`src/hw/rtl/mbpe_pkg.sv`:
```
// Shared constants and types of the mono bitmap pixel expander.
package mbpe_pkg;

   localparam int SCREEN_WIDTH  = 96;
   localparam int SCREEN_HEIGHT = 64;

   localparam int BYTE_W  = 8;
   localparam int PX_X_W  = 7;
   localparam int PX_Y_W  = 6;
   localparam int COLOR_W = 16;
   localparam int ORG_W   = 11;
   localparam int CSR_IDX_W  = 2;
   localparam int CSR_DATA_W = 16;

   localparam logic [CSR_IDX_W-1:0] CSR_ORIGIN_X  = 2'd0;
   localparam logic [CSR_IDX_W-1:0] CSR_ORIGIN_Y  = 2'd1;
   localparam logic [CSR_IDX_W-1:0] CSR_INK_COLOR = 2'd2;

   // One data word ready for expansion: lane k of mask is column base + k.
   typedef struct packed {
      logic [BYTE_W-1:0]  mask;
      logic [PX_X_W-1:0]  x_base;
      logic [PX_Y_W-1:0]  y;
      logic [COLOR_W-1:0] color;
   } entry_type;

endpackage

```
`src/hw/rtl/mbpe_if.sv`:
```
// Channel interfaces of the mono bitmap pixel expander.
interface mbpe_req_if;
   logic                          valid;
   logic                          ready;
   logic [mbpe_pkg::BYTE_W-1:0]   pict_byte;
   logic                          first_byte;

   modport source (output valid, output pict_byte, output first_byte, input ready);
   modport sink   (input valid, input pict_byte, input first_byte, output ready);
endinterface

interface mbpe_rsp_if;
   logic                          valid;
   logic                          ready;
   logic [mbpe_pkg::PX_X_W-1:0]   pixel_x;
   logic [mbpe_pkg::PX_Y_W-1:0]   pixel_y;
   logic [mbpe_pkg::COLOR_W-1:0]  pixel_color;
   logic                          run_last;

   modport source (output valid, output pixel_x, output pixel_y, output pixel_color,
                   output run_last, input ready);
   modport sink   (input valid, input pixel_x, input pixel_y, input pixel_color,
                   input run_last, output ready);
endinterface

```
`src/hw/rtl/mbpe_queue.sv`:
```
// Two-entry queue between the byte parser and the pixel emitter.
module mbpe_queue (
   input  logic                clock,
   input  logic                reset,
   input  logic                push_valid,
   input  mbpe_pkg::entry_type push_data,
   output logic                push_ready,
   output logic                pop_valid,
   output mbpe_pkg::entry_type pop_data,
   input  logic                pop_ready
);
   import mbpe_pkg::*;

   entry_type   slot_ff [2];
   logic        wr_ptr_ff, wr_ptr_in;
   logic        rd_ptr_ff, rd_ptr_in;
   logic [1:0]  count_ff, count_in;
   logic        do_push, do_pop;

   assign push_ready = (count_ff != 2'd2);
   assign pop_valid  = (count_ff != 2'd0);
   assign pop_data   = slot_ff[rd_ptr_ff];
   assign do_push    = push_valid && push_ready;
   assign do_pop     = pop_valid && pop_ready;

   always_comb begin
      wr_ptr_in = do_push ? ~wr_ptr_ff : wr_ptr_ff;
      rd_ptr_in = do_pop ? ~rd_ptr_ff : rd_ptr_ff;
      count_in  = count_ff;
      if (do_push && !do_pop) begin
         count_in = count_ff + 2'd1;
      end else if (do_pop && !do_push) begin
         count_in = count_ff - 2'd1;
      end
   end

   always_ff @(posedge clock) begin
      if (reset) begin
         wr_ptr_ff <= 1'b0;
         rd_ptr_ff <= 1'b0;
         count_ff  <= 2'd0;
      end else begin
         wr_ptr_ff <= wr_ptr_in;
         rd_ptr_ff <= rd_ptr_in;
         count_ff  <= count_in;
      end
   end

   always_ff @(posedge clock) begin
      if (do_push) begin
         slot_ff[wr_ptr_ff] <= push_data;
      end
   end

endmodule

```
`src/hw/rtl/mbpe_front.sv`:
```
// Byte parser: walks the header and rows, turns each data word into a pixel mask.
module mbpe_front (
   input  logic                                clock,
   input  logic                                reset,
   mbpe_req_if.sink                            req_if,
   input  logic [mbpe_pkg::ORG_W-1:0]          origin_x,
   input  logic [mbpe_pkg::ORG_W-1:0]          origin_y,
   input  logic [mbpe_pkg::COLOR_W-1:0]        ink_color,
   output logic                                push_valid,
   output mbpe_pkg::entry_type                 push_data,
   input  logic                                push_ready
);
   import mbpe_pkg::*;

   localparam logic [2:0] HDR_IDLE   = 3'd0;
   localparam logic [2:0] HDR_W_LO   = 3'd1;
   localparam logic [2:0] HDR_W_HI   = 3'd2;
   localparam logic [2:0] HDR_H_LO   = 3'd3;
   localparam logic [2:0] HDR_H_HI   = 3'd4;
   localparam logic [2:0] HDR_DATA   = 3'd5;

   localparam logic signed [17:0] SCR_W = 18'(SCREEN_WIDTH);
   localparam logic signed [17:0] SCR_H = 18'(SCREEN_HEIGHT);

   logic [2:0]   header_pos_ff, header_pos_in;
   logic [15:0]  pic_width_ff, pic_width_in;
   logic [15:0]  pic_height_ff, pic_height_in;
   logic [15:0]  row_count_ff, row_count_in;
   logic [12:0]  byte_in_row_ff, byte_in_row_in;
   logic         picture_done_ff, picture_done_in;

   logic                accept;
   logic                drawing;
   logic [15:0]         base_col;
   logic signed [17:0]  x_base;
   logic signed [17:0]  y_pos;
   logic                y_ok;
   logic [7:0]          lane_ok;
   logic [16:0]         col_k;
   logic signed [17:0]  x_k;
   logic [13:0]         bytes_per_row;
   logic [13:0]         next_byte;
   logic [15:0]         next_row;
   logic [15:0]         new_height;

   assign req_if.ready = push_ready;
   assign accept  = req_if.valid && req_if.ready;
   assign drawing = (header_pos_ff == HDR_DATA) && !picture_done_ff && !req_if.first_byte;

   assign base_col = {byte_in_row_ff, 3'b000};
   assign x_base   = {{7{origin_x[ORG_W-1]}}, origin_x} + $signed({2'b00, base_col});
   assign y_pos    = {{7{origin_y[ORG_W-1]}}, origin_y} + $signed({2'b00, row_count_ff});
   assign y_ok     = !y_pos[17] && (y_pos < SCR_H);

   // Lane k is column base_col + k, taken from bit 7-k of the byte.
   always_comb begin
      lane_ok = '0;
      col_k   = '0;
      x_k     = '0;
      for (int k = 0; k < 8; k++) begin
         col_k = {1'b0, base_col} + 17'(k);
         x_k   = x_base + 18'(k);
         lane_ok[k] = req_if.pict_byte[7-k] && (col_k < {1'b0, pic_width_ff}) &&
                      !x_k[17] && (x_k < SCR_W) && y_ok;
      end
   end

   assign push_valid       = accept && drawing && (lane_ok != '0);
   assign push_data.mask   = lane_ok;
   assign push_data.x_base = x_base[PX_X_W-1:0];
   assign push_data.y      = y_pos[PX_Y_W-1:0];
   assign push_data.color  = ink_color;

   assign bytes_per_row = 14'(({1'b0, pic_width_ff} + 17'd7) >> 3);
   assign next_byte     = {1'b0, byte_in_row_ff} + 14'd1;
   assign next_row      = row_count_ff + 16'd1;
   assign new_height    = {req_if.pict_byte, pic_height_ff[7:0]};

   always_comb begin
      header_pos_in   = header_pos_ff;
      pic_width_in    = pic_width_ff;
      pic_height_in   = pic_height_ff;
      row_count_in    = row_count_ff;
      byte_in_row_in  = byte_in_row_ff;
      picture_done_in = picture_done_ff;
      if (accept) begin
         if (req_if.first_byte) begin
            header_pos_in   = HDR_W_LO;
            pic_width_in    = '0;
            pic_height_in   = '0;
            row_count_in    = '0;
            byte_in_row_in  = '0;
            picture_done_in = 1'b0;
         end else begin
            case (header_pos_ff)
               HDR_W_LO: begin
                  pic_width_in  = {pic_width_ff[15:8], req_if.pict_byte};
                  header_pos_in = HDR_W_HI;
               end
               HDR_W_HI: begin
                  pic_width_in  = {req_if.pict_byte, pic_width_ff[7:0]};
                  header_pos_in = HDR_H_LO;
               end
               HDR_H_LO: begin
                  pic_height_in = {pic_height_ff[15:8], req_if.pict_byte};
                  header_pos_in = HDR_H_HI;
               end
               HDR_H_HI: begin
                  pic_height_in   = new_height;
                  header_pos_in   = HDR_DATA;
                  row_count_in    = '0;
                  byte_in_row_in  = '0;
                  picture_done_in = (pic_width_ff == '0) || (new_height == '0);
               end
               HDR_DATA: begin
                  if (!picture_done_ff) begin
                     // Advance to the next row when this word ends the current one.
                     if (next_byte >= bytes_per_row) begin
                        byte_in_row_in = '0;
                        row_count_in   = next_row;
                        if (next_row >= pic_height_ff) begin
                           picture_done_in = 1'b1;
                        end
                     end else begin
                        byte_in_row_in = next_byte[12:0];
                     end
                  end
               end
               default: begin
               end
            endcase
         end
      end
   end

   always_ff @(posedge clock) begin
      if (reset) begin
         header_pos_ff   <= HDR_IDLE;
         pic_width_ff    <= '0;
         pic_height_ff   <= '0;
         row_count_ff    <= '0;
         byte_in_row_ff  <= '0;
         picture_done_ff <= 1'b1;
      end else begin
         header_pos_ff   <= header_pos_in;
         pic_width_ff    <= pic_width_in;
         pic_height_ff   <= pic_height_in;
         row_count_ff    <= row_count_in;
         byte_in_row_ff  <= byte_in_row_in;
         picture_done_ff <= picture_done_in;
      end
   end

endmodule

```
`src/hw/rtl/mbpe_back.sv`:
```
// Pixel emitter: sends one pixel write per cycle from the queued lane masks while rsp_if.ready is high.
module mbpe_back (
   input  logic                clock,
   input  logic                reset,
   input  logic                pop_valid,
   input  mbpe_pkg::entry_type pop_data,
   output logic                pop_ready,
   mbpe_rsp_if.source          rsp_if
);
   import mbpe_pkg::*;

   entry_type   cur_ff, cur_in;
   logic        cur_valid_ff, cur_valid_in;
   logic [2:0]  pick;
   logic [7:0]  remain;
   logic        last;
   logic        sent;

   // Leftmost pending lane first.
   always_comb begin
      pick = '0;
      for (int i = 7; i >= 0; i--) begin
         if (cur_ff.mask[i]) begin
            pick = 3'(i);
         end
      end
   end

   assign remain = cur_ff.mask & ~(8'b1 << pick);
   assign last   = (remain == '0);
   assign sent   = cur_valid_ff && rsp_if.ready;

   assign rsp_if.valid       = cur_valid_ff;
   assign rsp_if.pixel_x     = cur_ff.x_base + PX_X_W'(pick);
   assign rsp_if.pixel_y     = cur_ff.y;
   assign rsp_if.pixel_color = cur_ff.color;
   assign rsp_if.run_last    = last;

   assign pop_ready = !cur_valid_ff || (sent && last);

   always_comb begin
      cur_in       = cur_ff;
      cur_valid_in = cur_valid_ff;
      if (pop_ready) begin
         cur_in       = pop_data;
         cur_valid_in = pop_valid;
      end else if (sent) begin
         cur_in.mask = remain;
      end
   end

   always_ff @(posedge clock) begin
      if (reset) begin
         cur_valid_ff <= 1'b0;
      end else begin
         cur_valid_ff <= cur_valid_in;
      end
   end

   always_ff @(posedge clock) begin
      cur_ff <= cur_in;
   end

endmodule

```
`src/hw/rtl/mono_bitmap_pixel_expander.sv`:
```
// Mono bitmap pixel expander: a 1-bit picture byte stream in, screen pixel writes out.
// The parser takes one byte per cycle as long as the two-entry queue has room; header
// bytes and words that draw nothing produce no output. The emitter drains the queue at
// one pixel write per cycle while rsp_if.ready is high; a data word yields as many
// pixel writes as it has visible set pixels (0 to 8), so the rate under load is set
// by the emitter. The queue lets a new byte be taken while earlier pixels still wait.
// Configuration (origin_x, origin_y, ink_color) is written through the csr_ port.
module mono_bitmap_pixel_expander (
   input  logic                              clock,
   input  logic                              reset,
   mbpe_req_if.sink                          req_if,
   mbpe_rsp_if.source                        rsp_if,
   input  logic                              csr_wr_en,
   input  logic [mbpe_pkg::CSR_IDX_W-1:0]    csr_index,
   input  logic [mbpe_pkg::CSR_DATA_W-1:0]   csr_wdata
);
   import mbpe_pkg::*;

   logic [ORG_W-1:0]    origin_x_ff;
   logic [ORG_W-1:0]    origin_y_ff;
   logic [COLOR_W-1:0]  ink_color_ff;

   logic        push_valid, push_ready;
   entry_type   push_data;
   logic        pop_valid, pop_ready;
   entry_type   pop_data;

   always_ff @(posedge clock) begin
      if (reset) begin
         origin_x_ff  <= '0;
         origin_y_ff  <= '0;
         ink_color_ff <= '0;
      end else if (csr_wr_en) begin
         case (csr_index)
            CSR_ORIGIN_X:  origin_x_ff  <= csr_wdata[ORG_W-1:0];
            CSR_ORIGIN_Y:  origin_y_ff  <= csr_wdata[ORG_W-1:0];
            CSR_INK_COLOR: ink_color_ff <= csr_wdata[COLOR_W-1:0];
            default: begin
            end
         endcase
      end
   end

   mbpe_front u_front (
      .clock      (clock),
      .reset      (reset),
      .req_if     (req_if),
      .origin_x   (origin_x_ff),
      .origin_y   (origin_y_ff),
      .ink_color  (ink_color_ff),
      .push_valid (push_valid),
      .push_data  (push_data),
      .push_ready (push_ready)
   );

   mbpe_queue u_queue (
      .clock      (clock),
      .reset      (reset),
      .push_valid (push_valid),
      .push_data  (push_data),
      .push_ready (push_ready),
      .pop_valid  (pop_valid),
      .pop_data   (pop_data),
      .pop_ready  (pop_ready)
   );

   mbpe_back u_back (
      .clock     (clock),
      .reset     (reset),
      .pop_valid (pop_valid),
      .pop_data  (pop_data),
      .pop_ready (pop_ready),
      .rsp_if    (rsp_if)
   );

endmodule
```
`src/flat_wrapper.sv`:
```
// flat-port wrapper written by rule: the top's interface ports become plain ports
module mono_bitmap_pixel_expander_flat import mbpe_pkg::*;
  (clock, reset, csr_wr_en, csr_index, csr_wdata, req_if_valid, req_if_pict_byte, req_if_first_byte, req_if_ready, rsp_if_valid, rsp_if_pixel_x, rsp_if_pixel_y, rsp_if_pixel_color, rsp_if_run_last, rsp_if_ready);
  mbpe_req_if req_if_i ();
  mbpe_rsp_if rsp_if_i ();
  input  logic clock;
  input  logic reset;
  input  logic csr_wr_en;
  input  logic [mbpe_pkg::CSR_IDX_W-1:0] csr_index;
  input  logic [mbpe_pkg::CSR_DATA_W-1:0] csr_wdata;
  input wire logic [$bits(req_if_i.valid)-1:0] req_if_valid;
  input wire logic [$bits(req_if_i.pict_byte)-1:0] req_if_pict_byte;
  input wire logic [$bits(req_if_i.first_byte)-1:0] req_if_first_byte;
  output wire logic [$bits(req_if_i.ready)-1:0] req_if_ready;
  output wire logic [$bits(rsp_if_i.valid)-1:0] rsp_if_valid;
  output wire logic [$bits(rsp_if_i.pixel_x)-1:0] rsp_if_pixel_x;
  output wire logic [$bits(rsp_if_i.pixel_y)-1:0] rsp_if_pixel_y;
  output wire logic [$bits(rsp_if_i.pixel_color)-1:0] rsp_if_pixel_color;
  output wire logic [$bits(rsp_if_i.run_last)-1:0] rsp_if_run_last;
  input wire logic [$bits(rsp_if_i.ready)-1:0] rsp_if_ready;
  assign req_if_i.valid = req_if_valid;
  assign req_if_i.pict_byte = req_if_pict_byte;
  assign req_if_i.first_byte = req_if_first_byte;
  assign req_if_ready = req_if_i.ready;
  assign rsp_if_valid = rsp_if_i.valid;
  assign rsp_if_pixel_x = rsp_if_i.pixel_x;
  assign rsp_if_pixel_y = rsp_if_i.pixel_y;
  assign rsp_if_pixel_color = rsp_if_i.pixel_color;
  assign rsp_if_run_last = rsp_if_i.run_last;
  assign rsp_if_i.ready = rsp_if_ready;
  mono_bitmap_pixel_expander u_core (.clock(clock), .reset(reset), .req_if(req_if_i), .rsp_if(rsp_if_i), .csr_wr_en(csr_wr_en), .csr_index(csr_index), .csr_wdata(csr_wdata));
endmodule
```
`config.mk`:
```
export PLATFORM = sky130hd
export DESIGN_NAME = mono_bitmap_pixel_expander_flat
export DESIGN_NICKNAME = d
export VERILOG_FILES = /design/src/hw/rtl/mbpe_pkg.sv /design/src/hw/rtl/mbpe_if.sv /design/src/hw/rtl/mbpe_queue.sv /design/src/hw/rtl/mbpe_front.sv /design/src/hw/rtl/mbpe_back.sv /design/src/hw/rtl/mono_bitmap_pixel_expander.sv /design/src/flat_wrapper.sv
export SDC_FILE = /design/constraint.sdc
export NUM_CORES = 1
export LEC_CHECK = 0
export BUFFER_PORTS_ARGS = -buffer_cell sky130_fd_sc_hd__buf_4
export CORE_MARGIN = 2
export CORE_UTILIZATION = 40
export DETAILED_ROUTE_END_ITERATION = 8
export HOLD_SLACK_MARGIN = 0.03
export PLACE_DENSITY = 0.6
export SYNTH_ARGS = -nofsm -noshare
export SYNTH_HDL_FRONTEND = slang
export SYNTH_HIERARCHICAL = 1
export SYNTH_SLANG_ARGS = --single-unit
```
`constraint.sdc`:
```
create_clock -name clock -period 11.7 [get_ports clock]
set_input_delay 2.34 -clock clock [delete_from_list [all_inputs] [get_ports clock]]
set_output_delay 2.34 -clock clock [all_outputs]
set_load 0.02 [all_outputs]
```
After elaboration in Yosys (flattened, before gate mapping)
Memories as Yosys holds them, arrays and structs flattened. A register that Yosys moved wholly into a read port is not among the register bits.
Index checks and enable logic that the tools add are counted.
Widths: inputs -> output; s select.
{"block": "totals", "regBits": 145, "ramBits": 74, "input_bits": 32, "output_inout_bits": 32, "elab_cells": 200, "mem_count": 1}
{"name": "u_core.u_queue.slot_ff", "depth": 2, "word_bits": 37, "read_ports": 1, "rd_ports_with_merged_regs": 1, "wr": 1, "line_no": "mbpe_queue.sv:14", "text": "entry_type slot_ff [2];"}
{"block": "classes", "add_sub_neg": 22, "magnitude_cmp": 19, "n_eq_ne": 14, "n_shift": 1, "muxes": 35, "bitwise_logic": 4, "n_reduce_logical": 85}
{"op": "$lt 18x8->1 const B", "n": 9}
{"op": "$lt 17x16->1", "n": 7}
{"op": "$pmux 16 s2", "n": 3}
{"op": "$add 16x3->17 const B", "n": 5}
{"op": "$mux 16", "n": 5}
{"op": "$add 18x4->18 const B", "n": 4}
{"op": "$logic_and 1x1->1", "n": 44}
{"op": "$mux 13", "n": 3}
{"op": "$add 11x17->18", "n": 2}
{"op": "$add 18x3->18 const B", "n": 2}
{"op": "$add 16x2->17 const B", "n": 2}
{"op": "$logic_not 16->1", "n": 2}
{"op": "$mux 3", "n": 9}
{"op": "$pmux 13 s2", "n": 1}
{"op": "$add 18x2->18 const B", "n": 1}
{"op": "$add 16x1->17 const B", "n": 1}
{"op": "$add 16x1->16 const B", "n": 1}
{"op": "$ge 16x16->1", "n": 1}
{"op": "$lt 16x16->1", "n": 1}
{"op": "$mux 8", "n": 2}
{"op": "$reduce_and 3->1", "n": 5}
{"op": "$add 13x1->14 const B", "n": 1}
{"op": "$ge 14x14->1", "n": 1}
{"op": "$logic_not 1->1", "n": 14}
{"op": "other kinds (28)", "n": 54}

Logic depth before layout (Yosys ltp)
Gate-level depths: netlist of the first run.
{"block": "logic_depth", "word_depth": 18, "mapped_depth": 23, "ltp_nobuf": 21}

Cells and area by module
The synthesis of the first run kept the hierarchy.
{"mod": "mbpe_front", "instances": 1, "cells_per_inst": 968, "area_each_um2": 7225.7, "seq_area_each_um2": 1301.2}
{"mod": "mbpe_queue", "instances": 1, "cells_per_inst": 139, "area_each_um2": 2889.0, "seq_area_each_um2": 2322.2}
{"mod": "mbpe_back", "instances": 1, "cells_per_inst": 130, "area_each_um2": 1780.5, "seq_area_each_um2": 1131.1}
{"mod": "mono_bitmap_pixel_expander", "instances": 1, "cells_per_inst": 145, "area_each_um2": 1577.8, "seq_area_each_um2": 760.7}

Worst setup path after synthesis of the first run
OpenSTA, ideal clock, no wires.
{"block": "synth_path", "path_type": "reg-to-reg", "startpoint": "reg u_core.u_front.byte_in_row_ff[0]", "endpoint": "mem u_core/u_queue/slot_ff[1][0] (netlist bit) (enable)", "setup_ns": 0.398, "arrival_ns": 4.631, "required_time_ns": 11.302, "path_slack_ns": 6.671, "stages_incl_launch_ff": 17, "path_buffers": 1, "synth_period_minus_slack_ns": 5.029, "cell_sequence": "dfxtp_1 -> ha_1 -> inv_1 -> fa_1 -> nand2b_1 -> a2111oi_1 -> a211o_2 -> and3_4 -> buf_6 -> nand2_2 -> or4_1 -> or2_2 -> a21oi_1 -> and4bb_1 -> or2_1 -> o41a_1 -> and3_1"}
{"element": "from (decl)", "line_no": "mbpe_front.sv:29", "text": "logic [12:0] byte_in_row_ff, byte_in_row_in;"}
{"element": "from (signal assigned)", "line_no": "mbpe_front.sv:149", "text": "byte_in_row_ff <= byte_in_row_in;"}
{"element": "to (decl)", "line_no": "mbpe_queue.sv:14"}

==> impl.org, run 1 <==
** Finish
- The finished layout holds between 1500 and 2000 standard cells, fillers aside.
- The library cell used most frequently in the layout, excluding fill and tap cells, is sky130_fd_sc_hd__edfxtp_1.
- The number of antenna diodes in the final layout is 0.
- Leaving out fill and tap cells, the most frequent cells in the layout are sky130_fd_sc_hd__edfxtp_1, sky130_fd_sc_hd__dfxtp_1, sky130_fd_sc_hd__a21oi_1, sky130_fd_sc_hd__nor2_1, sky130_fd_sc_hd__ha_1.
- Net total in the final layout :: roughly 1500
- Cells with a size suffix above 1 make up 13.4% of the layout.
- Relative area change from synthesis to final layout :: 10.8%
- Once layout is complete, the utilization of the core stands at roughly 45%.

** Setup path
- The endpoint identified for the worst register-to-register timing path is u_core/u_queue/slot_ff[1][6]$_DFFE_PP_.
- In this run the worst setup path terminates at u_core/u_queue/slot_ff[1][6]$_DFFE_PP_.
- Tracing the worst setup path back leads to its startpoint at u_core/u_front/byte_in_row_ff[0]$_SDFFE_PP0P_.
- STA classifies the critical path startpoint as a register.
- Register-to-register path setup slack :: a little under 6 ns
- The startpoint identified for the worst register-to-register timing path is u_core/u_front/byte_in_row_ff[0]$_SDFFE_PP0P_.
- For the worst setup path, the data arrival time is around 5.9 ns.
- Endpoint required time on the critical path :: approximately 12 ns
- Along the worst path, the maximum fanout reaches 37.
- CP endpoint kind :: register
- Path type of the worst setup path :: register to register
- Reg2reg path depth :: 15

** Clock tree
- CTS saw 220 sinks.
- Post-CTS Hold Fix Bufs :: 0
- Number of levels the H-tree was split into :: 1
- TritonCTS clock tree :: yes
- Post-CTS timing repair inserted 0 buffers for setup.
- Deepest clock path buffer count :: 3
- Clock slew at the register clock pins of the worst setup and hold paths :: 0.06 ns
- Cells resized by post-CTS repair :: 0
- For the worst-skew pair, the clock arrives at the later sink with an insertion delay of between 0.5 and 0.6 ns.
- The tree is rooted in a sky130_fd_sc_hd__clkbuf_16.
- CTS Buf Count :: 26

** Global route
- After global routing the overflow that remains totals 0.
- Via count of the first global-routing pass :: roughly 9800
- Overall fraction of global-route tracks in use :: between 15 and 20%
- The initial antenna violation count is 1.
- Global-route wire length before repair :: roughly 54 mm
- Maximum number of pins on one net before global-route repair :: between 90 and 100

** STA
- For the pin with the worst max-slew slack, the measured transition is ~1.2 ns.
- Maximum clock frequency :: between 150 and 200 MHz
- The clock arrives with between 0.01 and 0.015 ns of skew.
- The clock period could shrink to about 5.8 ns.
- Post-Route Setup TNS :: 0 ns
- Setup repair after global routing left no endpoint under its margin.
- Slew headroom :: between 20% and 30%
- Hold violation total from the final report :: 0
- Number of endpoints failing setup at the final stage :: 0
- Max Slew Vio Count :: 0
- On the final layout, the worst hold slack is ~0.46 ns.
- The final critical path takes up between 40% and 50% of the cycle.

** Status
- The run finished with clean final reports.

** Detailed routing
- After detailed routing, the total wire length is between 30 and 40 mm.
- Across all layers, the routed design uses 10300 vias.
- In this run the remaining antenna-violating nets after routing total 0.
- Count of routing violations after the opening detailed-route iteration :: around 640
- Routed length per placed instance :: around 18 µm
- Drt pass-1 iters :: 5
- Detailed-route vias per instance :: ~5.5
- After detailed routing, the number of remaining DRC violations is 0.

** Yosys
- Post-synth design cell area :: about 13000 µm²
- Flip-flop and latch count after synthesis :: 220
- Proportion of register bits with asynchronous set or reset after synthesis :: 0%
- Synthesis handed over a netlist of roughly 1400 instances.
- Yosys printed 6 warnings.
- Most frequently used flop master after synthesis :: sky130_fd_sc_hd__edfxtp_1
- Yosys mapped a number of flops with a built-in enable equal to 111.
- Seq/Total Area, Yosys :: 40.9%
- By area the synthesized netlist is led by sky130_fd_sc_hd__edfxtp_1, sky130_fd_sc_hd__dfxtp_1, sky130_fd_sc_hd__ha_1.
- Cell type with the highest aggregate area in the netlist :: sky130_fd_sc_hd__edfxtp_1
- The netlist uses 97 different library cells.
- Nets in the synthesized netlist :: roughly 1500
- After synthesis, the largest area contributor takes up between 20% and 30% of total cell area.
- Average footprint of a synthesized cell :: about 9.7 µm²

** Power and ir drop
- Total power for the finished layout comes to about 2.3 mW.
- Peak VDD IR :: 0.108 mV
- Pleak :: ~5.9 nW
- Dividing total power by cell area gives a power density of 151 nW/µm².

** Floorplanning
- Initial standard-cell utilization of the core :: 40.4%
- The core region is between 30000 and 40000 µm².
- Die area :: between 30000 and 40000 µm²
- Standard-cell row count :: between 60 and 70
- Width of the die :: 188 µm
- Die Ht :: roughly 190 µm
- I/O pin count :: between 60 and 70

** Placement
- Count of buffers from port buffering :: 63
- After legalization and detailed placement, the total HPWL measured 25.0 mm.
- Post-Place Cells :: about 1800
- Weighted congestion reported at the end of routability-driven placement :: 0.927

** Hold path
- The min-delay analysis places its worst path in the category register to register.

** Run
- Max-cap violations in this run came to 0.
cells in the mapped netlist, types with 5 or more instances:
master / number
sky130_fd_sc_hd__edfxtp_1: 111
sky130_fd_sc_hd__dfxtp_1: 109
sky130_fd_sc_hd__a21oi_1: 97
sky130_fd_sc_hd__nor2_1: 94
sky130_fd_sc_hd__ha_1: 81
sky130_fd_sc_hd__nand2_1: 78
sky130_fd_sc_hd__inv_1: 65
sky130_fd_sc_hd__nand2b_1: 65
sky130_fd_sc_hd__o21ai_0: 50
sky130_fd_sc_hd__nand3_1: 48
sky130_fd_sc_hd__buf_4: 47
sky130_fd_sc_hd__mux2i_1: 43
sky130_fd_sc_hd__xnor2_1: 42
sky130_fd_sc_hd__mux2_2: 38
sky130_fd_sc_hd__a21o_1: 32
sky130_fd_sc_hd__clkbuf_1: 30
sky130_fd_sc_hd__nor3_1: 29
sky130_fd_sc_hd__a22oi_1: 27
sky130_fd_sc_hd__xor2_1: 27
sky130_fd_sc_hd__and3_1: 26
sky130_fd_sc_hd__nand3b_1: 19
sky130_fd_sc_hd__nand4_1: 19
sky130_fd_sc_hd__and2_1: 11
sky130_fd_sc_hd__a31oi_1: 10
sky130_fd_sc_hd__nor4_1: 9
sky130_fd_sc_hd__a211oi_1: 8
sky130_fd_sc_hd__o21a_1: 8
sky130_fd_sc_hd__o21ai_1: 8
sky130_fd_sc_hd__nor2b_1: 7
sky130_fd_sc_hd__o211ai_1: 7
sky130_fd_sc_hd__o31ai_1: 7
sky130_fd_sc_hd__o2111ai_1: 6
sky130_fd_sc_hd__or2_2: 6
sky130_fd_sc_hd__a2111oi_0: 5
sky130_fd_sc_hd__a21o_2: 5
sky130_fd_sc_hd__or3_1: 5
cell type report:
class | instances | area (µm²)
clock buffers | 31 | 689
clock inverters | 17 | 245
fillers | 3233 | 18400
inverters | 65 | 244
multi-input cells | 1010 | 7160
flip-flops and latches | 220 | 5520
well taps | 448 | 561
repair buffers | 68 | 510
how the worst min path moves through the flow:
stage	cells past startpoint	from	end	slack, ns
2_1_floorplan	2	u_core/u_front/pic_width_ff[5]$_SDFFE_PP0P_	u_core/u_front/pic_width_ff[5]$_SDFFE_PP0P_	0.43
3_3_place_gp	0	u_core/ink_color_ff[15]$_SDFFE_PP0P_	u_core/u_queue/slot_ff[0][15]$_DFFE_PP_	0.43
3_5_place_dp	0	u_core/ink_color_ff[11]$_SDFFE_PP0P_	u_core/u_queue/slot_ff[1][11]$_DFFE_PP_	0.44
4_1_cts	2	u_core/u_front/pic_width_ff[5]$_SDFFE_PP0P_	u_core/u_front/pic_width_ff[5]$_SDFFE_PP0P_	0.45
5_1_grt	2	u_core/u_front/pic_width_ff[5]$_SDFFE_PP0P_	u_core/u_front/pic_width_ff[5]$_SDFFE_PP0P_	0.47
6_report	0	u_core/ink_color_ff[11]$_SDFFE_PP0P_	u_core/u_queue/slot_ff[0][11]$_DFFE_PP_	0.46
cells by family (layout without fill, tap and decap cells):
group | after synthesis | in the layout | synth area share (%)
AND/OR/NAND/NOR | 447 | 447 | 17.8
AO/OA/AOI/OAI | 325 | 325 | 16.1
flip-flops | 220 | 220 | 40.9
buffers and inverters | 152 | 181 | 5.95
adder cells (fa/ha/maj) | 85 | 85 | 8.04
multiplexers | 81 | 81 | 6.37
XOR/XNOR | 72 | 72 | 4.85
metrics by stage:
step / setup slack, ns / instance area, µm²
after floorplan: 6.67 / 13500
after global placement: 6.12 / 14000
after detailed placement: 6.02 / 14000
after CTS: 6.01 / 14900
after global routing: 5.46 / 14900
final: 5.95 / 14900
per-layer routing:
| metal | up-vias | GRT usage, % | part of all wire, % |
|---|---|---|---|
| li1 | 5062 | - | - |
| met1 | 4919 | 25.2 | 45 |
| met2 | 267 | 32.0 | 46 |
| met3 | 67 | 3.71 | 5.8 |
| met4 | 2 | 6.36 | 3.0 |
| met5 | - | 0 | 0.038 |
registers in the layout, summed over array words and instances (netlist names), 11 cells and up, named ones only:
register and count:
u_core/u_queue/slot_ff 74, u_core/ink_color_ff 16, u_core/u_back/rsp_if.pixel_color 16, u_core/u_front/pic_height_ff 16
u_core/u_front/pic_width_ff 16, u_core/u_front/row_count_ff 16, u_core/u_back/cur_ff 15, u_core/u_front/byte_in_row_ff 13
u_core/origin_x_ff 11, u_core/origin_y_ff 11
where the power goes:
part | switching, mW | internal [mW] | total (mW)
registers | 0.0534 | 0.881 | 0.935
logic | 0.263 | 0.190 | 0.453
clock network | 0.336 | 0.534 | 0.870
worst max-delay path, cell delays in order, from the launching register on:
cell and delay, ns:
sky130_fd_sc_hd__dfxtp_1 0.54, sky130_fd_sc_hd__ha_1 0.27, sky130_fd_sc_hd__inv_1 0.06, sky130_fd_sc_hd__fa_1 0.41
sky130_fd_sc_hd__nand2b_1 0.22, sky130_fd_sc_hd__a21oi_1 0.19, sky130_fd_sc_hd__xor2_1 0.54, sky130_fd_sc_hd__nand2_1 0.21
sky130_fd_sc_hd__nor2_1 0.45, sky130_fd_sc_hd__nand3_1 0.16, sky130_fd_sc_hd__a21oi_1 0.15, sky130_fd_sc_hd__o21ai_0 0.12
sky130_fd_sc_hd__a2111oi_0 0.77, sky130_fd_sc_hd__or3_1 0.21, sky130_fd_sc_hd__o41a_1 0.19, sky130_fd_sc_hd__and3_2 0.82
Note: power is estimated with default switching activity, not from simulation.
==> run 2: changes to the inputs <==
==> constraint.sdc (replaced) <==
create_clock -name clock -period 5.9 [get_ports clock]
set_input_delay 1.18 -clock clock [delete_from_list [all_inputs] [get_ports clock]]
set_output_delay 1.18 -clock clock [all_outputs]
set_load 0.02 [all_outputs]
==> run 2 against run 1 <==
Net effect:
- register-to-register slack worse by 5.5 ns
- die area unchanged
- utilization down 0.12 points
- non-clock buffer count up 5
- flip-flop and latch count unchanged
- first-iteration DRC count up 4.7%
- clock power up 84%
- final cell count up 0.16%
- worst hold slack better by 0.00074 ns
- clock-buffer cell count up 7
- largest cell class unchanged
==> impl.org, run 2 (synthesized netlist as in run 1, its figures left out) <==
** Clock tree
- The insertion delay of the later-clocked pin in the worst-skew pair is 0.55 ns (about the same).
- CTS Buf Count :: 25 (-3.8%)
- Root Buffer Master :: sky130_fd_sc_hd__clkbuf_16
- Post-CTS Setup Repair Bufs :: 0 (unchanged)
- The quantity of hold-fixing buffers added after cts is 0 (unchanged).
- The clock transition time at the flip-flop clock pins of the worst setup and hold paths is 0.06 ns (about the same).
- Number of sinks handled by clock tree synthesis :: 220 (unchanged)
- TritonCTS built the clock tree.
- The buffer depth of the longest clock path was 3 (unchanged).
- The post-cts resize count is 0 (unchanged).
- The count of H-tree levels built during CTS came to 1 (unchanged).

** STA
- Number of endpoints failing setup at the final stage :: 0 (unchanged)
- Final hold slack :: 0.457 ns (+0.000740 ns)
- Hold violation total from the final report :: 0 (unchanged)
- Setup repair after global routing left no endpoint under its margin.
- The final setup skew is 0.0157 ns (+0.000965 ns).
- The max-slew headroom at the worst pin was 18.9% (-2.9 points).
- Final period demand of the worst path :: 5.43 ns (-0.319 ns)
- Slew at the pin closest to its max-slew limit :: 1.21 ns (+0.0431 ns)
- Post-Route Setup TNS :: 0 ns (unchanged)
- Maximum clock frequency :: 184 MHz (+5.9%)
- Max Slew Vio Count :: 0 (unchanged)
- Crit share post-route :: 92.1% (+43 points)

** Setup path
- The highest fanout seen on the critical path was 37 (unchanged).
- The worst setup path is launched from a register.
- Worst path arrival time :: 5.61 ns (-0.31 ns)
- The critical path data required time was 6.08 ns (-5.79 ns).
- Terminus of the critical flop-to-flop path :: u_core/u_queue/slot_ff[1][20]$_DFFE_PP_
- Worst reg2reg startpoint :: u_core/u_front/row_count_ff[0]$_SDFFE_PP0P_
- By instance count, the cell type seen most on the critical path is sky130_fd_sc_hd__o21ai_0.
- Slowest cell on the critical path :: sky130_fd_sc_hd__a2111oi_1
- Buf/Inv on CP :: 2 (+1)
- CP endpoint kind :: register
- Reg2reg path depth :: 16 (+1)
- Register-to-register path setup slack :: 0.47 ns (-5.48 ns)
- Cell breakdown of the critical path :: ha_1 > inv_1 > fa_1 > nand2b_1 > a21oi_1 > o21ai_0 > mux2i_1 > o21ai_0 > a2111oi_0 > nor4b_4 > nand3_1 > a2111oi_1 > or3_1 > o41a_1 > and3_2 > buf_4
- The critical path in this run is classified as register to register.
- First element of the critical path :: u_core/u_front/row_count_ff[0]$_SDFFE_PP0P_
- CP max stage delay :: 0.76 ns (-0.06 ns)
- On the critical path the largest part of the delay comes from compound AO/OA/AOI/OAI gates.

** Finish
- The combined area of the multi-input logic cells is 7160 µm² (about the same).
- The fraction of layout instances using a drive strength above 1 is 13.8% (+0.40 points).
- The net count of the finished layout is 1511 (+0.27%).
- Max FFs per register :: 74 (unchanged)
- # diodes :: 0 (unchanged)
- The total non-filler cell area in the finished layout came to 14900 µm² (-0.28%).
- Commonest non-fill, non-tap cell in the layout :: sky130_fd_sc_hd__edfxtp_1
- Relative area change from synthesis to final layout :: 10.4%
- The register with the most flip-flops in the final layout is u_core/u_queue/slot_ff.
- In the layout the commonest cells are sky130_fd_sc_hd__edfxtp_1, sky130_fd_sc_hd__dfxtp_1, sky130_fd_sc_hd__a21oi_1, sky130_fd_sc_hd__nor2_1, sky130_fd_sc_hd__ha_1.
- Post-Route Utilization :: 44.6% (-0.12 points)
- The filler cell count came to 3249 (+0.49%).
- Sequential Area :: 5520 µm² (unchanged)

** Power and ir drop
- The total power consumption of the routed design was 4.35 mW (+93%).
- Cell Pwr Density :: 293 nW/µm² (+93%)
- Peak VDD IR :: 0.276 mV (+160%)
- The leakage power of the design was 5.95 nW (about the same).

** Detailed routing
- Remaining number of nets flagged by the antenna check after routing :: 0 (unchanged)
- Routed length per placed instance :: 18.1 µm (-1.2%)
- The wire length reported by the detailed router came to 33.7 mm (-1.0%).
- The count of TritonRoute iterations in the first routing pass came to 5 (unchanged).
- The DRC marker count from the first detailed-route iteration was 667 (+4.7%).
- Detailed-route vias per instance :: 5.53 (-0.41%)
- Number of remaining DRC errors :: 0 (unchanged)
- The total number of vias is 10300 (-0.25%).

** Placement
- Count of buffers from port buffering :: 63 (unchanged)
- Weighted congestion reported at the end of routability-driven placement :: 0.944 (+1.9%)
- The cell area after placement came to 14000 µm² (+0.27%).
- Detailed placer's ending HPWL :: 24.9 mm (-0.42%)

** Floorplanning
- The overall die area came to 35200 µm² (unchanged).
- The horizontal extent of the die is 188 µm (unchanged).
- Standard cell core area :: 33400 µm² (unchanged)
- The number of placement rows was 67 (unchanged).
- The effective utilization at floorplan is 40.4% (unchanged).
- The number of I/O pins is 64 (unchanged).
- The height of the die came to 188 µm (unchanged).

** Global route
- The global route total overflow came to 0 (unchanged).
- Antenna violations before repair :: 0 (-1)
- The overall fraction of global-route tracks in use came to 18.8% (-0.45 points).
- The number of global-route vias before repair is 9941 (+1.3%).
- The wire length of the first global-routing pass was 53.5 mm (-1.7%).
- Maximum number of pins on one net before global-route repair :: 71 (-27%)

** Run
- The number of max-cap violations came to 0 (unchanged).

** Hold path
- The path with the worst hold slack has its endpoint at u_core/u_front/pic_width_ff[5]$_SDFFE_PP0P_.
- Hold WC Path Type :: register to register
- The number of cells on the worst hold path was 2 (+2).
- Hold wc startpoint :: u_core/u_front/pic_width_ff[5]$_SDFFE_PP0P_

** Status
- Outcome :: completed
[run 2: cell types whose count changed in the layout (fill, tap and decap cells not counted), sizes merged]
cell | previous run | this run
inv | 66 | 67
bufinv | 5 | 2
clkinvlp | 1 | 0
clkbuf | 31 | 38
buf | 68 | 73
clkinv | 10 | 4
[run 2: power by group]
group,total (mW),internal (mW),switching [mW],leakage (nW)
clock network,1.60,0.962,0.634,0.430
logic,0.902,0.377,0.525,3.57
registers,1.86,1.75,0.108,1.95
[run 2: cell type report]
class | count | area share (%)
tap | 448 | 3.77
timing repair buffer | 73 | 3.68
inverter | 65 | 1.64
clock inverter | 8 | 0.732
multi-input combinational | 1010 | 48.1
sequential | 220 | 37.1
clock buffer | 38 | 5.00
[run 2: how the worst max path moves through the flow]
stage,to,depth (start not counted)
3_5_place_dp,u_core/u_queue/slot_ff[1][11]$_DFFE_PP_,16
2_1_floorplan,u_core/u_queue/slot_ff[1][0]$_DFFE_PP_,16
4_1_cts,u_core/u_queue/slot_ff[1][20]$_DFFE_PP_,16
5_1_grt,u_core/u_queue/slot_ff[0][15]$_DFFE_PP_,16
6_report,u_core/u_queue/slot_ff[1][20]$_DFFE_PP_,16
3_3_place_gp,u_core/u_queue/slot_ff[0][11]$_DFFE_PP_,15
[run 2: worst min-delay path: stages, from the launching register on]
cell and delay, ns:
sky130_fd_sc_hd__dfxtp_1 0.31, sky130_fd_sc_hd__nand2_1 0.05, sky130_fd_sc_hd__a21oi_1 0.05
[run 2: routing by layer]
layer	part of all wire, %	GRT usage [%]	up-vias
met5	0	0	-
li1	-	-	5070
met4	3.0	6.24	0
met3	3.8	1.87	52
met2	46	31.2	224
met1	47	25.7	4945
[run 2: through the flow]
stage / std cells / worst slack (ns)
2_1_floorplan: 1382 / 0.871
3_3_place_gp: 1816 / 0.512
3_5_place_dp: 1816 / 0.388
4_1_cts: 1862 / 0.359
5_1_grt: 1862 / 0.0641
6_report: 1862 / 0.468
==> run 3: changes to the inputs <==
--- a/config.mk
+++ b/config.mk
@@ -6,6 +6,7 @@
 export NUM_CORES = 1
 export LEC_CHECK = 0
 export BUFFER_PORTS_ARGS = -buffer_cell sky130_fd_sc_hd__buf_4
+export CORE_ASPECT_RATIO = 0.7
 export CORE_MARGIN = 2
 export CORE_UTILIZATION = 40
 export DETAILED_ROUTE_END_ITERATION = 8
==> run 3 against run 2 <==
Net effect:
- power increased by 0.92%
- design area increased by 0.29%
- first-iteration DRC count increased by 40%
- clock skew increased by 0.010 ns
- final cell count decreased by 0.54%
==> impl.org, run 3 (synthesized netlist as in run 1, its figures left out) <==
** Status
- Outcome :: completed

** Global route
- The global route total overflow came to 0 (unchanged).
- Via count of the first global-routing pass :: 9904 (-0.37%)
- The initial antenna violation count is 1 (+1).
- GR met1 Demand/Resource :: 30.4% (+4.6 points)
- The overall fraction of global-route tracks in use is 19.9% (+1.1 points).
- After global routing, the most crowded layer is met1.
- Met2 capacity usage during global routing :: 29.4% (-1.8 points)
- Met3 global-route usage :: 3.01% (+1.1 points)
- Global-route wire length before repair :: 55.4 mm (+3.6%)
- The largest net degree at the start of global routing came to 77 (+8.5%).

** Placement
- Detailed placer's ending HPWL :: 25.8 mm (+3.6%)
- The number of port buffers came to 63 (unchanged).
- Placed inst area :: 14100 µm² (+0.30%)
- The routability-driven placement congestion ratio is 0.907 (-4.0%).
- Pre-CTS setup slack :: 0.557 ns (+0.169 ns)

** STA
- Fin Clk Skew :: 0.0261 ns (+0.0103 ns)
- The final clock period utilization by the worst path came to 91.7% (-0.41 points).
- The worst hold slack came to 0.448 ns (-0.00972 ns).
- Final period demand of the worst path :: 5.41 ns (-0.0244 ns)
- The final count of negative-setup-slack endpoints was 0 (unchanged).
- The max-slew headroom at the worst pin came to 10.8% (-8.0 points).
- Setup repair after global routing left no endpoint under its margin.
- Slew at the pin closest to its max-slew limit :: 1.33 ns (+0.119 ns)
- The number of failing hold endpoints at the final stage was 0 (unchanged).
- Max Slew Vio Count :: 0 (unchanged)
- Maximum clock frequency :: 185 MHz (+0.45%)
- The accumulated negative setup slack is 0 ns (unchanged).
- The setup slack after layout came to 0.492 ns (+0.0244 ns).

** Finish
- The library cell used most frequently in the layout, excluding fill and tap cells, is sky130_fd_sc_hd__edfxtp_1.
- Relative area change from synthesis to final layout :: 10.8%
- The filler cell count is 3195 (-1.7%).
- The antenna diode instance count was 0 (unchanged).
- The final cell utilization of the core was 44.7% (+0.14 points).
- u_core/u_queue/slot_ff holds more flip-flops than any other register.
- The fraction of layout instances using a drive strength above 1 was 14.0% (+0.25 points).
- The net count of the finished layout was 1516 (+0.33%).
- Design Area, Final :: 14900 µm² (+0.29%)
- Top library cells by usage in the layout, fill and taps aside :: sky130_fd_sc_hd__edfxtp_1, sky130_fd_sc_hd__dfxtp_1, sky130_fd_sc_hd__a21oi_1, sky130_fd_sc_hd__nor2_1, sky130_fd_sc_hd__ha_1
- The flip-flop count of the largest register after layout is 74 (unchanged).

** Floorplanning
- The core area came to 33400 µm² (about the same).
- Die area :: 35200 µm² (about the same)
- The height of the die came to 158 µm (-16%).
- Width of the die :: 223 µm (+19%)
- The effective utilization at floorplan is 40.4% (about the same).
- The number of placement rows came to 56 (-16%).
- The number of I/O pins was 64 (unchanged).

** Clock tree
- In this run the clock root is driven by a sky130_fd_sc_hd__clkbuf_16.
- Cells resized by post-CTS repair :: 0 (unchanged)
- Clock slew at the register clock pins of the worst setup and hold paths :: 0.07 ns (about the same)
- Clk Latency, worst-skew pair :: 0.52 ns (-0.03 ns)
- CTS Buf Count :: 24 (-4.0%)
- TritonCTS built the clock tree.
- Number of levels the H-tree was split into :: 1 (unchanged)
- The number of sinks driven by the clock tree came to 220 (unchanged).
- The buffer depth of the longest clock path was 3 (unchanged).
- Post-CTS Hold Fix Bufs :: 0 (unchanged)
- Post-CTS Setup Repair Bufs :: 0 (unchanged)

** Setup path
- Maximum fanout encountered on the critical timing path :: 11 (-70%)
- The cell family contributing the most delay on the critical path is simple AND/OR/NAND/NOR gates.
- CP endpoint kind :: register
- Path type of the worst setup path :: register to register
- Worst path arrival time :: 5.85 ns (+0.24 ns)
- The largest incremental delay on the critical path is 0.55 ns (-0.21 ns).
- Critical path startpoint category :: register
- Slowest cell on the critical path :: sky130_fd_sc_hd__dfxtp_1
- Cell breakdown of the critical path :: ha_1 > inv_1 > fa_1 > xnor2_2 > o21ai_1 > nor3_1 > and2_1 > and3_1 > mux2_2 > a211oi_1 > o2111ai_1 > nor4_2 > or2_1 > o41a_1 > and2_1 > ha_1 > or3_1 > a21oi_1
- The count of buffering cells on the critical path with inverters included came to 1 (-1).
- The critical path data required time is 6.34 ns (+0.26 ns).

** Power and ir drop
- Pleak :: 5.96 nW (+0.27%)
- The power per cell area came to 294 nW/µm² (+0.63%).
- Peak VDD IR :: 0.250 mV (-9.5%)

** Detailed routing
- Number of remaining DRC errors :: 0 (unchanged)
- Routed via count :: 10400 (+1.5%)
- Total detailed-routing wirelength :: 34.9 mm (+3.7%)
- Detailed-route vias per instance :: 5.64 (+2.0%)
- Drt pass-1 iters :: 5 (unchanged)
- The remaining antenna violation count is 0 (unchanged).
- Routed length per placed instance :: 18.9 µm (+4.3%)
- The DRC marker count from the first detailed-route iteration was 934 (+40%).

** Hold path
- The tightest min-delay check is of the register to register type.

** Run
- Count of maximum capacitance violations :: 0 (unchanged)
-- run 3: stage by stage --
step | total power, mW | cells
floorplan | 2.53 | 1382
global placement | 2.80 | 1809
detailed placement | 2.81 | 1809
CTS | 4.44 | 1852
global route | 4.59 | 1852
finish | 4.39 | 1852
-- run 3: worst paths after layout --
kind,startpoint,slack [ns],endpoint,cells after the start
setup / recovery,u_core/u_front/byte_in_row_ff[0]$_SDFFE_PP0P_,0.49,u_core/u_queue/count_ff[1]$_SDFFE_PP0P_,18
hold / removal,u_core/ink_color_ff[14]$_SDFFE_PP0P_,0.45,u_core/u_queue/slot_ff[1][14]$_DFFE_PP_,0
hold reg to reg,u_core/ink_color_ff[14]$_SDFFE_PP0P_,0.45,u_core/u_queue/slot_ff[1][14]$_DFFE_PP_,0
setup reg to reg,u_core/u_front/byte_in_row_ff[0]$_SDFFE_PP0P_,0.49,u_core/u_queue/count_ff[1]$_SDFFE_PP0P_,18
-- run 3: layout make-up --
type	count	area [µm²]	area share, %
clock buffers	29	661	4.43
clock inverters	14	195	1.31
flip-flops and latches	220	5520	37.0
repair buffers	79	606	4.06
inverters	65	244	1.63
multi-input cells	1010	7160	48.0
well taps	435	544	3.65
-- run 3: report_power, final --
part	switching, mW	total, mW	internal (mW)	leakage [nW]
logic	0.502	0.880	0.378	3.60
registers	0.146	1.89	1.75	1.95
clock network	0.638	1.62	0.981	0.414
-- run 3: routing by layer --
| metal | routed length, µm | share of wire [%] | vias up |
|---|---|---|---|
| li1 | - | - | 5075 |
| met1 | 17600 | 50 | 5012 |
| met2 | 14500 | 42 | 306 |
| met3 | 2080 | 5.9 | 47 |
| met4 | 714 | 2.0 | 2 |
| met5 | 13 | 0.037 | - |
